`src/design/rau_pkg.sv`:
```
// ----------------------------------------------------------------------------
// Rational arithmetic unit package
// Shared widths, opcodes and controller/datapath command and status types.
// ----------------------------------------------------------------------------
package rau_pkg;

  localparam int IN_WIDTH  = 16;
  localparam int OUT_WIDTH = 33;
  // Raw values need 2*IN_WIDTH+1 bits; magnitudes need 2*IN_WIDTH+1 bits too.
  localparam int RAW_WIDTH = 2 * IN_WIDTH + 1;
  localparam int MAG_WIDTH = RAW_WIDTH;
  localparam int CNT_WIDTH = $clog2(MAG_WIDTH + 1);

  localparam logic [1:0] OP_ADD = 2'd0;
  localparam logic [1:0] OP_SUB = 2'd1;
  localparam logic [1:0] OP_MUL = 2'd2;
  localparam logic [1:0] OP_DIV = 2'd3;

  // Commands from the controller to the datapath.
  typedef struct packed {
    logic load;      // capture operands
    logic mul1;      // first products
    logic mul2;      // second products
    logic form;      // raw numerator and denominator
    logic div_start; // begin a serial division
    logic div_sel;   // 0: Euclid remainder, 1: final quotient
    logic div_step;  // one restoring step
    logic euclid_shift; // (x, y) <= (y, r)
    logic quot_num;  // store quotient as numerator result
    logic quot_den;  // store quotient as denominator result
    logic present;   // copy the finished pair into the output register
  } rau_cmd_t;

  // Status from the datapath to the controller.
  typedef struct packed {
    logic den_zero;
    logic rem_zero;
    logic div_done;
  } rau_sts_t;

endpackage

```
`src/design/rau_if.sv`:
```
// ----------------------------------------------------------------------------
// Rational arithmetic unit channels
// Valid/ready channels for the operand word and the result word.
// ----------------------------------------------------------------------------
interface rau_in_if;
  import rau_pkg::*;
  logic                        valid;
  logic                        ready;
  logic [1:0]                  opcode;
  logic signed [IN_WIDTH-1:0]  a_num;
  logic signed [IN_WIDTH-1:0]  a_den;
  logic signed [IN_WIDTH-1:0]  b_num;
  logic signed [IN_WIDTH-1:0]  b_den;
  modport source (output valid, opcode, a_num, a_den, b_num, b_den, input ready);
  modport sink   (input valid, opcode, a_num, a_den, b_num, b_den, output ready);
endinterface

interface rau_out_if;
  import rau_pkg::*;
  logic                        valid;
  logic                        ready;
  logic signed [OUT_WIDTH-1:0] res_num;
  logic signed [OUT_WIDTH-1:0] res_den;
  logic                        zero_den_error;
  modport source (output valid, res_num, res_den, zero_den_error, input ready);
  modport sink   (input valid, res_num, res_den, zero_den_error, output ready);
endinterface

```
`src/design/rational_arithmetic_unit.sv`:
```
// ----------------------------------------------------------------------------
// Rational arithmetic unit
// Adds, subtracts, multiplies or divides two fractions and reduces the result.
// ----------------------------------------------------------------------------
// One operand word is taken at a time. After acceptance the block forms the
// cross products (states S_MUL1, S_MUL2 and S_FORM), checks the raw
// denominator, then runs Euclid's algorithm with truncating remainders on a
// shared 33-step bit-serial restoring divider, and finally divides numerator
// and denominator by the divisor on the same unit. Each division is one load,
// 33 steps and one decision. A zero raw denominator skips the divider and
// returns 0/0 with zero_den_error set. The result word is held in an output
// register, so the next word may be accepted while it waits to be taken.
// The block keeps no state between words.
module rational_arithmetic_unit (
  input  logic clk,
  input  logic rst_n,
  rau_in_if.sink    in_ch,
  rau_out_if.source out_ch
);
  import rau_pkg::*;

  rau_cmd_t cmd;
  rau_sts_t sts;
  logic     err;
  logic signed [OUT_WIDTH-1:0] num, den;

  rau_ctrl u_ctrl (
    .clk            (clk),
    .rst_n          (rst_n),
    .in_valid       (in_ch.valid),
    .in_ready       (in_ch.ready),
    .out_valid      (out_ch.valid),
    .out_ready      (out_ch.ready),
    .zero_den_error (err),
    .cmd            (cmd),
    .sts            (sts)
  );

  rau_datapath u_dp (
    .clk     (clk),
    .cmd     (cmd),
    .sts     (sts),
    .opcode  (in_ch.opcode),
    .a_num   (in_ch.a_num),
    .a_den   (in_ch.a_den),
    .b_num   (in_ch.b_num),
    .b_den   (in_ch.b_den),
    .res_num (num),
    .res_den (den)
  );

  // An error word reports 0/0 whatever the datapath registers hold.
  assign out_ch.res_num        = err ? '0 : num;
  assign out_ch.res_den        = err ? '0 : den;
  assign out_ch.zero_den_error = err;

endmodule

```
`src/design/rau_datapath.sv`:
```
// ----------------------------------------------------------------------------
// Rational arithmetic unit datapath
// Operand registers, cross products and a bit-serial restoring divider.
// ----------------------------------------------------------------------------
module rau_datapath (
  input  logic                                clk,
  input  rau_pkg::rau_cmd_t                   cmd,
  output rau_pkg::rau_sts_t                   sts,
  input  logic [1:0]                          opcode,
  input  logic signed [rau_pkg::IN_WIDTH-1:0] a_num,
  input  logic signed [rau_pkg::IN_WIDTH-1:0] a_den,
  input  logic signed [rau_pkg::IN_WIDTH-1:0] b_num,
  input  logic signed [rau_pkg::IN_WIDTH-1:0] b_den,
  output logic signed [rau_pkg::OUT_WIDTH-1:0] res_num,
  output logic signed [rau_pkg::OUT_WIDTH-1:0] res_den
);
  import rau_pkg::*;

  logic [1:0]                  op_r;
  logic signed [IN_WIDTH-1:0]  an_r, ad_r, bn_r, bd_r;
  logic signed [2*IN_WIDTH-1:0] p1_r, p2_r, p3_r;
  logic signed [RAW_WIDTH-1:0] rn_r, rd_r;   // raw pair
  logic signed [RAW_WIDTH-1:0] x_r, y_r;     // Euclid pair
  logic [MAG_WIDTH-1:0]        dvd_r, dvs_r, quo_r, rem_r;
  logic                        neg_q_r, neg_r_r;
  logic [CNT_WIDTH-1:0]        cnt_r;
  logic signed [OUT_WIDTH-1:0] res_num_r, res_den_r;
  logic signed [OUT_WIDTH-1:0] out_num_r, out_den_r;

  logic signed [RAW_WIDTH-1:0] div_a, div_b, signed_q, signed_r;
  logic [MAG_WIDTH:0]          trial;
  logic [MAG_WIDTH-1:0]        rem_sh;

  // Operand selection: Euclid uses (x, y); final division divides raw by y.
  always_comb begin
    div_a = cmd.div_sel ? (cmd.quot_den ? rd_r : rn_r) : x_r;
    div_b = y_r;
  end

  assign rem_sh   = {rem_r[MAG_WIDTH-2:0], dvd_r[MAG_WIDTH-1]};
  assign trial    = {1'b0, rem_sh} - {1'b0, dvs_r};
  assign signed_q = neg_q_r ? -$signed(quo_r) : $signed(quo_r);
  assign signed_r = neg_r_r ? -$signed(rem_r) : $signed(rem_r);

  always_ff @(posedge clk) begin
    if (cmd.load) begin
      op_r <= opcode;
      an_r <= a_num;
      ad_r <= a_den;
      bn_r <= b_num;
      bd_r <= b_den;
    end
    if (cmd.mul1) begin
      p1_r <= (op_r == OP_MUL) ? an_r * bn_r : an_r * bd_r;
      p2_r <= (op_r == OP_DIV) ? ad_r * bn_r : ad_r * bd_r;
    end
    if (cmd.mul2) begin
      p3_r <= bn_r * ad_r;
    end
    if (cmd.form) begin
      case (op_r)
        OP_ADD:  rn_r <= RAW_WIDTH'(p1_r) + RAW_WIDTH'(p3_r);
        OP_SUB:  rn_r <= RAW_WIDTH'(p1_r) - RAW_WIDTH'(p3_r);
        default: rn_r <= RAW_WIDTH'(p1_r);
      endcase
      rd_r <= RAW_WIDTH'(p2_r);
      case (op_r)
        OP_ADD:  x_r <= RAW_WIDTH'(p1_r) + RAW_WIDTH'(p3_r);
        OP_SUB:  x_r <= RAW_WIDTH'(p1_r) - RAW_WIDTH'(p3_r);
        default: x_r <= RAW_WIDTH'(p1_r);
      endcase
      y_r <= RAW_WIDTH'(p2_r);
    end
    if (cmd.div_start) begin
      dvd_r   <= div_a[RAW_WIDTH-1] ? MAG_WIDTH'(-div_a) : MAG_WIDTH'(div_a);
      dvs_r   <= div_b[RAW_WIDTH-1] ? MAG_WIDTH'(-div_b) : MAG_WIDTH'(div_b);
      neg_q_r <= div_a[RAW_WIDTH-1] ^ div_b[RAW_WIDTH-1];
      neg_r_r <= div_a[RAW_WIDTH-1];
      rem_r   <= '0;
      quo_r   <= '0;
      cnt_r   <= CNT_WIDTH'(MAG_WIDTH);
    end else if (cmd.div_step) begin
      dvd_r <= {dvd_r[MAG_WIDTH-2:0], 1'b0};
      if (!trial[MAG_WIDTH]) begin
        rem_r <= trial[MAG_WIDTH-1:0];
        quo_r <= {quo_r[MAG_WIDTH-2:0], 1'b1};
      end else begin
        rem_r <= rem_sh;
        quo_r <= {quo_r[MAG_WIDTH-2:0], 1'b0};
      end
      cnt_r <= cnt_r - 1'b1;
    end
    if (cmd.euclid_shift) begin
      x_r <= y_r;
      y_r <= signed_r;
    end
    if (cmd.quot_num) res_num_r <= OUT_WIDTH'(signed_q);
    if (cmd.quot_den) res_den_r <= OUT_WIDTH'(signed_q);
    // The presented pair stays put while the next word is being worked on.
    if (cmd.present) begin
      out_num_r <= res_num_r;
      out_den_r <= res_den_r;
    end
  end

  assign sts.den_zero = (rd_r == '0);
  assign sts.rem_zero = (rem_r == '0);
  assign sts.div_done = (cnt_r == '0);
  assign res_num = out_num_r;
  assign res_den = out_den_r;

endmodule

```
`src/design/rau_ctrl.sv`:
```
// ----------------------------------------------------------------------------
// Rational arithmetic unit controller
// Sequences products, Euclid iterations and the two final divisions.
// ----------------------------------------------------------------------------
module rau_ctrl (
  input  logic              clk,
  input  logic              rst_n,
  input  logic              in_valid,
  output logic              in_ready,
  output logic              out_valid,
  input  logic              out_ready,
  output logic              zero_den_error,
  output rau_pkg::rau_cmd_t cmd,
  input  rau_pkg::rau_sts_t sts
);
  import rau_pkg::*;

  localparam logic [3:0] S_IDLE  = 4'd0;
  localparam logic [3:0] S_MUL1  = 4'd1;
  localparam logic [3:0] S_MUL2  = 4'd2;
  localparam logic [3:0] S_FORM  = 4'd3;
  localparam logic [3:0] S_CHECK = 4'd4;
  localparam logic [3:0] S_EST   = 4'd5;
  localparam logic [3:0] S_ESTEP = 4'd6;
  localparam logic [3:0] S_NST   = 4'd7;
  localparam logic [3:0] S_NSTEP = 4'd8;
  localparam logic [3:0] S_DST   = 4'd9;
  localparam logic [3:0] S_DSTEP = 4'd10;
  localparam logic [3:0] S_DONE  = 4'd11;

  logic [3:0] state_r, state_nxt;
  logic       valid_r, valid_nxt;
  logic       err_r, err_nxt;
  logic       err_out_r, err_out_nxt;

  always_comb begin
    state_nxt   = state_r;
    valid_nxt   = valid_r;
    err_nxt     = err_r;
    err_out_nxt = err_out_r;
    cmd         = '0;
    if (valid_r && out_ready) valid_nxt = 1'b0;
    case (state_r)
      S_IDLE: begin
        if (in_valid) begin
          cmd.load  = 1'b1;
          state_nxt = S_MUL1;
        end
      end
      S_MUL1: begin
        cmd.mul1  = 1'b1;
        state_nxt = S_MUL2;
      end
      S_MUL2: begin
        cmd.mul2  = 1'b1;
        state_nxt = S_FORM;
      end
      S_FORM: begin
        cmd.form  = 1'b1;
        state_nxt = S_CHECK;
      end
      S_CHECK: begin
        if (sts.den_zero) begin
          err_nxt   = 1'b1;
          state_nxt = S_DONE;
        end else begin
          err_nxt   = 1'b0;
          state_nxt = S_EST;
        end
      end
      S_EST: begin
        cmd.div_start = 1'b1;
        state_nxt     = S_ESTEP;
      end
      S_ESTEP: begin
        if (sts.div_done) begin
          if (sts.rem_zero) begin
            state_nxt = S_NST;
          end else begin
            cmd.euclid_shift = 1'b1;
            state_nxt        = S_EST;
          end
        end else begin
          cmd.div_step = 1'b1;
        end
      end
      S_NST: begin
        cmd.div_sel   = 1'b1;
        cmd.div_start = 1'b1;
        state_nxt     = S_NSTEP;
      end
      S_NSTEP: begin
        cmd.div_sel = 1'b1;
        if (sts.div_done) begin
          cmd.quot_num = 1'b1;
          state_nxt    = S_DST;
        end else begin
          cmd.div_step = 1'b1;
        end
      end
      S_DST: begin
        cmd.div_sel   = 1'b1;
        cmd.quot_den  = 1'b1;
        cmd.div_start = 1'b1;
        state_nxt     = S_DSTEP;
      end
      S_DSTEP: begin
        cmd.div_sel  = 1'b1;
        cmd.quot_den = sts.div_done;
        if (sts.div_done) begin
          state_nxt = S_DONE;
        end else begin
          cmd.div_step = 1'b1;
        end
      end
      S_DONE: begin
        if (!valid_r || out_ready) begin
          cmd.present = 1'b1;
          err_out_nxt = err_r;
          valid_nxt   = 1'b1;
          state_nxt   = S_IDLE;
        end
      end
      default: state_nxt = S_IDLE;
    endcase
  end

  always_ff @(posedge clk) begin
    if (!rst_n) begin
      state_r   <= S_IDLE;
      valid_r   <= 1'b0;
      err_r     <= 1'b0;
      err_out_r <= 1'b0;
    end else begin
      state_r   <= state_nxt;
      valid_r   <= valid_nxt;
      err_r     <= err_nxt;
      err_out_r <= err_out_nxt;
    end
  end

  assign in_ready       = (state_r == S_IDLE);
  assign out_valid      = valid_r;
  assign zero_den_error = err_out_r;

`ifndef SYNTHESIS
  a_ready_idle: assert property (@(posedge clk) disable iff (!rst_n)
    in_valid && in_ready |=> state_r == S_MUL1) else $error("accept did not start work");
  a_done_valid: assert property (@(posedge clk) disable iff (!rst_n)
    state_r == S_DONE && state_nxt == S_IDLE |=> out_valid)
    else $error("finished word not presented");
  a_err_path: assert property (@(posedge clk) disable iff (!rst_n)
    state_r == S_CHECK && sts.den_zero |=> state_r == S_DONE && err_r)
    else $error("zero denominator not flagged");
`endif

endmodule

```
`src/flat_wrapper.sv`:
```
// flat-port wrapper written by rule: the top's interface ports become plain ports
module rational_arithmetic_unit_flat import rau_pkg::*;
  (clk, rst_n, in_ch_valid, in_ch_opcode, in_ch_a_num, in_ch_a_den, in_ch_b_num, in_ch_b_den, in_ch_ready, out_ch_valid, out_ch_res_num, out_ch_res_den, out_ch_zero_den_error, out_ch_ready);
  rau_in_if in_ch_i ();
  rau_out_if out_ch_i ();
  input  logic clk;
  input  logic rst_n;
  input wire logic [$bits(in_ch_i.valid)-1:0] in_ch_valid;
  input wire logic [$bits(in_ch_i.opcode)-1:0] in_ch_opcode;
  input wire logic [$bits(in_ch_i.a_num)-1:0] in_ch_a_num;
  input wire logic [$bits(in_ch_i.a_den)-1:0] in_ch_a_den;
  input wire logic [$bits(in_ch_i.b_num)-1:0] in_ch_b_num;
  input wire logic [$bits(in_ch_i.b_den)-1:0] in_ch_b_den;
  output wire logic [$bits(in_ch_i.ready)-1:0] in_ch_ready;
  output wire logic [$bits(out_ch_i.valid)-1:0] out_ch_valid;
  output wire logic [$bits(out_ch_i.res_num)-1:0] out_ch_res_num;
  output wire logic [$bits(out_ch_i.res_den)-1:0] out_ch_res_den;
  output wire logic [$bits(out_ch_i.zero_den_error)-1:0] out_ch_zero_den_error;
  input wire logic [$bits(out_ch_i.ready)-1:0] out_ch_ready;
  assign in_ch_i.valid = in_ch_valid;
  assign in_ch_i.opcode = in_ch_opcode;
  assign in_ch_i.a_num = in_ch_a_num;
  assign in_ch_i.a_den = in_ch_a_den;
  assign in_ch_i.b_num = in_ch_b_num;
  assign in_ch_i.b_den = in_ch_b_den;
  assign in_ch_ready = in_ch_i.ready;
  assign out_ch_valid = out_ch_i.valid;
  assign out_ch_res_num = out_ch_i.res_num;
  assign out_ch_res_den = out_ch_i.res_den;
  assign out_ch_zero_den_error = out_ch_i.zero_den_error;
  assign out_ch_i.ready = out_ch_ready;
  rational_arithmetic_unit u_core (.clk(clk), .rst_n(rst_n), .in_ch(in_ch_i), .out_ch(out_ch_i));
endmodule
```
`config.mk`:
```
export PLATFORM = sky130hd
export DESIGN_NAME = rational_arithmetic_unit_flat
export DESIGN_NICKNAME = d
export VERILOG_FILES = /design/src/design/rau_pkg.sv /design/src/design/rau_if.sv /design/src/design/rational_arithmetic_unit.sv /design/src/design/rau_datapath.sv /design/src/design/rau_ctrl.sv /design/src/flat_wrapper.sv
export SDC_FILE = /design/constraint.sdc
export NUM_CORES = 2
export LEC_CHECK = 0
export CORE_ASPECT_RATIO = 1.2
export CORE_MARGIN = 10
export CORE_UTILIZATION = 65
export CTS_CLUSTER_SIZE = 8
export DETAILED_ROUTE_END_ITERATION = 8
export DONT_BUFFER_PORTS = 1
export PLACE_DENSITY_LB_ADDON = 0.25
export SLEW_MARGIN = 15
export SYNTH_ARGS = -nofsm -noshare
export SYNTH_HDL_FRONTEND = slang
export SYNTH_SLANG_ARGS = --single-unit
```
`constraint.sdc`:
```
create_clock -name clk -period 13.6 [get_ports clk]
set_clock_uncertainty 0.1 [all_clocks]
set_input_delay 1.36 -clock clk [delete_from_list [all_inputs] [get_ports clk]]
set_output_delay 1.36 -clock clk [all_outputs]
set_load 0.005 [all_outputs]
```
# Word level (Yosys, flattened, before mapping)
# Index checks and enable logic that the tools add are counted.
# op_classes
add_sub_neg,8
mul,4
eq_ne,19
muxes,48
bitwise,1
reduce_logical,15
# ops
op,count
two-way mux 33 bit,14
negation 33 bit,4
multiplier 16 x 16 -> 32 bit,4
two-way mux 32 bit,3
logical NOT 33 bit,2
case mux 33 bit (2 select lines),1
case mux 4 bit (12 select lines),1
subtractor 33 x 33 -> 34 bit,1
adder 32 x 32 -> 33 bit,1
subtractor 32 x 32 -> 33 bit,1
two-way mux 4 bit,6
two-way mux 1 bit,21
"== test 4 x 3 -> 1 bit, second input constant",4
"== test 4 bit, second input constant",4
"inequality test 2 bit, second input constant",5
"== test 4 x 2 -> 1 bit, second input constant",2
logical NOT 6 bit,1
OR reduction 3 bit,2
"subtractor 6 x 1 -> 6 bit, second input constant",1
AND reduction 5 bit,1
"== test 2 bit, second input constant",2
"== test 4 x 1 -> 1 bit, second input constant",1
logical NOT 4 bit,1
nonzero test 2 bit,2
other kinds (10),10
# word_totals
register_bits,572
word_cells,123

# Logic depth before layout (Yosys ltp)
# logic_depth
depth_word,7
ltp_mapped,25
ltp_nobuf,24

# Hierarchy
# Synthesis repeated with hierarchy kept, for this count alone.
# hier_totals
cells_unflattened,6828
area_unflattened_um2,67476.0
# modules_own_cells
mod,n_inst,cells_per_inst,area_each_um2
rau_datapath,1,6684,66453.7
rau_ctrl,1,71,546.8
rational_arithmetic_unit,1,73,475.5

# Least setup slack after synthesis
# No wires, ideal clock.
# synth_timing
path_kind,register -> register
start,register u_core.u_ctrl.state_r[1]
end,"register u_core.u_dp.y_r[0], in the netlist u_core.u_dp.div_b[0] (enable)"
arrival_ns,6.140
path_slack_ns,6.779
stages_incl_launch_ff,7
path_buffers,4
period_less_slack_ns,6.821
cell_sequence,dfxtp_1 > clkbuf_1 > clkbuf_1 > buf_1 > clkbuf_1 > nand2b_1 > o21ai_0
# synth_via
elab_chain_len,3
word_cells_on_any_way,5
classes_between,2 x eq/ne; 2 x mux; 1 x reduce/logical
# synth_lines
element,line_no,text
from (decl),rau_ctrl.sv:31,"logic [3:0] state_r, state_nxt;"
from (signal assigned),rau_ctrl.sv:135,state_r <= state_nxt;
== test 4 x 3 -> 1 bit / == test 4 x 2 -> 1 bit (equally long branches),rau_ctrl.sv:43,case (state_r)
two-way mux 1 bit,rau_ctrl.sv:43,
nonzero test 2 bit (no source line) *,n/a,
to (signal assigned),rau_datapath.sv:72,y_r <= RAW_WIDTH'(p2_r);
to (signal assigned),rau_datapath.sv:95,y_r <= signed_r;
to (decl),rau_datapath.sv:23,"logic signed [RAW_WIDTH-1:0] x_r, y_r;"
# Every way passes the cells marked *; elsewhere a longest branch is shown, timed or not.
# A chain may end at the register's enable or synchronous reset.

# Worst setup path after layout
# layout_timing
start,register u_core.u_dp.bn_r[15]
end,"register u_core.u_dp.p2_r[31], data pin"
# layout_via
elab_chain_len,2
# layout_lines
element,line_no,text
from (decl),rau_datapath.sv:20,"logic signed [IN_WIDTH-1:0] an_r, ad_r, bn_r, bd_r;"
from (signal assigned),rau_datapath.sv:50,bn_r <= b_num;
multiplier 16 x 16 -> 32 bit,rau_datapath.sv:55,p2_r <= (op_r == OP_DIV) ? ad_r * bn_r : ad_r * bd_r;
two-way mux 32 bit,rau_datapath.sv:55,
to (signal assigned),rau_datapath.sv:55,
to (decl),rau_datapath.sv:21,"logic signed [2*IN_WIDTH-1:0] p1_r, p2_r, p3_r;"
# Every way passes these cells.

==> impl_metrics.json <==
{
  "grt_pass1_vias": 51600,
  "yosysSeqAreaShare_pct": 24.2,
  "rows": 129,
  "synthFlopType": "edfxtp_1",
  "yosysUniqueCellTypes": 82,
  "maxSlewViolCount": 0,
  "cp_max_fo": 21,
  "core-area_um2": 103000,
  "period_share_pct": 58.0,
  "clock_sinks": 572,
  "cts_setup_buffers": 0,
  "finalSetupTns_ns": 0,
  "dp_hpwl_um": 132000,
  "syn_area_um2": 67700,
  "fin_crit_ns": 7.89,
  "status": "finished clean",
  "cts_buffer_depth": 3,
  "synth-seq-cells": 572,
  "grt_max_degree": 98,
  "hold_viol": 0,
  "synth.avg_cell_area_um2": 9.76,
  "root_buffer": "clkbuf_16",
  "routed-via-count": 49200,
  "antenna_found_initial": 9,
  "synth_edf_count": 493,
  "start_util_pct": 65.6,
  "yosys.area.top_type": "fa_1",
  "routed_via_density": 5.96,
  "cts_tree": "built",
  "place_congestion": 0.956,
  "die-area_um2": 118000,
  "dp_slack_ns": 5.66,
  "io_buffers": 0,
  "crit_path_frequent_cell": "fa_1",
  "crit_required_ns": 13.91,
  "reg2reg_setup_slack_ns": 5.71,
  "drt_iter0_markers": 4127,
  "crit_chain": "nand2_1 -> inv_1 -> fa_1 -> fa_1 -> fa_1 -> fa_1 -> fa_1 -> inv_1 -> fa_1 -> inv_1 -> ha_1 -> and3_1 -> nand3_1 -> o221ai_1 -> nor4_1 -> o31ai_1 -> a2111oi_0 -> o41ai_1 -> xnor2_1 -> mux2_2",
  "drc": 0,
  "fmax_mhz": 127,
  "worst_pin_slew_ns": 1.07,
  "maxSlewHeadroom_pct": 27.5,
  "area_delta_synth_final_pct": 5.86,
  "synth_nets": 8461,
  "critPathArrivalTime_ns": 8.20,
  "ys_warn_count": 0,
  "crit_type": "reg2reg",
  "grt_setup_unrepaired": "false",
  "synth.area.top_cells": "fa_1 31%, edfxtp_1 22%, ha_1 7.4%, inv_1 6.8%, and2_1 4.7%",
  "die_w_um": 315,
  "cp_slowest_cell": "edfxtp_1",
  "clk_latency_ns": 0.74,
  "drive_above_1_share_pct": 3.96,
  "die_height_um": 374,
  "io_pins": 139,
  "fillers": 7954,
  "startpoint_type": "flop",
  "holdCritPathClass": "reg2reg",
  "synthArstFlopShare_pct": 0,
  "cts_hold_buf": 0,
  "final_core_util_pct": 69.4,
  "synthDominantCellAreaShare_pct": 31.0,
  "syn_inst": 6941,
  "nNetsFinal": 8331,
  "ant_nets": 0,
  "drv_cap": 0,
  "max_stage_delay_ns": 0.97,
  "cts_buffers": 83,
  "final-setup-viol-count": 0,
  "grt_pass1_wl_um": 280000,
  "worst_hold_path.num_cells": 0,
  "clk_pin_slew_ns": 0.05,
  "end_kind": "flop",
  "grtUsageTotal_pct": 30.4,
  "finalWorstSetupSlack_ns": 5.71,
  "wl_per_cell_um": 21.2,
  "reg2regPathDepth": 20,
  "grt_overflow": 0,
  "totalWireLength_um": 175000,
  "drtPass1Iterations": 6,
  "cts_max_level": 3,
  "cts_resized": 0
}
==> metrics by stage <==
| stage | area (µm²) | hold slack [ns] | std cells |
|---|---|---|---|
| floorplan | 67700 | 0.300 | 6941 |
| global placement | 69100 | 0.300 | 8099 |
| finish | 71700 | 0.313 | 8251 |
| global route | 71700 | 0.320 | 8249 |
| detailed placement | 69100 | 0.305 | 8099 |
| CTS | 71600 | 0.313 | 8247 |
==> worst max-delay path, delay by kind of cell (launching register included) <==
kind	cells	cell delay (ns)
simple gates	4	0.71
fa+ha+maj	7	3.64
mux	1	0.28
buf+inv	3	0.27
compound gates	4	1.44
flops	1	0.97
xor+xnor	1	0.15
==> sequential cells by signal (all words and copies together), names as in the netlist, 2 cells and up <==
register and cells:
u_core.u_ctrl.state_r 4, u_core.u_dp.ad_r 16, u_core.u_dp.an_r 16, u_core.u_dp.bd_r 16, u_core.u_dp.bn_r 16, u_core.u_dp.cnt_r 6
u_core.u_dp.div_b 33, u_core.u_dp.dvd_r 33, u_core.u_dp.dvs_r 33, u_core.u_dp.op_r 2, u_core.u_dp.p1_r 32, u_core.u_dp.p2_r 32
u_core.u_dp.p3_r 32, u_core.u_dp.quo_r 33, u_core.u_dp.rd_r 32, u_core.u_dp.rem_r 33, u_core.u_dp.res_den 33, u_core.u_dp.res_den_r 33
u_core.u_dp.res_num 33, u_core.u_dp.res_num_r 33, u_core.u_dp.rn_r 33, u_core.u_dp.x_r 33
==> layer usage <==
layer	wire, µm	track usage (%)	vias to the layer above
met2	86100	51.1	2138
met3	13700	5.53	593
met5	84	0	-
met1	62500	35.7	24600
met4	13000	19.2	12
li1	-	-	21900
==> worst paths after layout <==
check | start | to
setup reg to reg | u_core.u_dp.bn_r[15]$_DFFE_PP_ | u_core.u_dp.p2_r[31]$_DFFE_PP_
hold reg to reg | u_core.u_dp.res_num_r[1]$_DFFE_PP_ | u_core.u_dp.res_num[1]$_DFFE_PP_
setup / recovery | u_core.u_dp.bn_r[15]$_DFFE_PP_ | u_core.u_dp.p2_r[31]$_DFFE_PP_
hold / removal | u_core.u_dp.res_num_r[1]$_DFFE_PP_ | u_core.u_dp.res_num[1]$_DFFE_PP_
==> synth_stat cells (34+ instances only) <==
| library cell | count |
|---|---|
| a21o_1 | 89 |
| a21oi_1 | 220 |
| a31oi_1 | 34 |
| and2_1 | 512 |
| clkbuf_1 | 301 |
| dfxtp_1 | 79 |
| edfxtp_1 | 493 |
| fa_1 | 1050 |
| ha_1 | 400 |
| inv_1 | 1229 |
| nand2_1 | 845 |
| nand2b_1 | 51 |
| nand3_1 | 76 |
| nor2_1 | 272 |
| nor2b_1 | 91 |
| nor3_1 | 50 |
| o21ai_0 | 257 |
| o31ai_1 | 58 |
| xnor2_1 | 228 |
| xor2_1 | 109 |
==> kinds of logic after synthesis <==
logic type | share of synthesized area [%]
fa+ha+maj | 38.4
simple gates | 15.0
xor+xnor | 4.36
buf+inv | 8.56
compound gates | 8.63
flops | 24.2
mux | 0.857
==> final cells by class <==
class | instances | area, µm² | share of cell area (%)
diodes | 2 | 5.00 | 0.00698
clock buffers | 139 | 2360 | 3.29
clock inverters | 9 | 208 | 0.290
inverters | 1231 | 4620 | 6.45
multi-input cells | 4825 | 45600 | 63.6
flip-flops and latches | 572 | 16400 | 22.9
well taps | 1375 | 1720 | 2.40
repair buffers | 98 | 763 | 1.06
==> cells in the final DEF (no fill, tap or decap), types with 86 or more instances in the layout <==
master / n
inv_1: 1229
fa_1: 1050
nand2_1: 845
and2_1: 511
edfxtp_1: 493
ha_1: 400
nor2_1: 269
o21ai_0: 255
xnor2_1: 228
a21oi_1: 219
xor2_1: 109
buf_4: 96
nor2b_1: 90
a21o_1: 89
clkbuf_16: 86
Power is not shown: default switching activity piles up to over one toggle a cycle in this logic, so the estimate is an artifact.
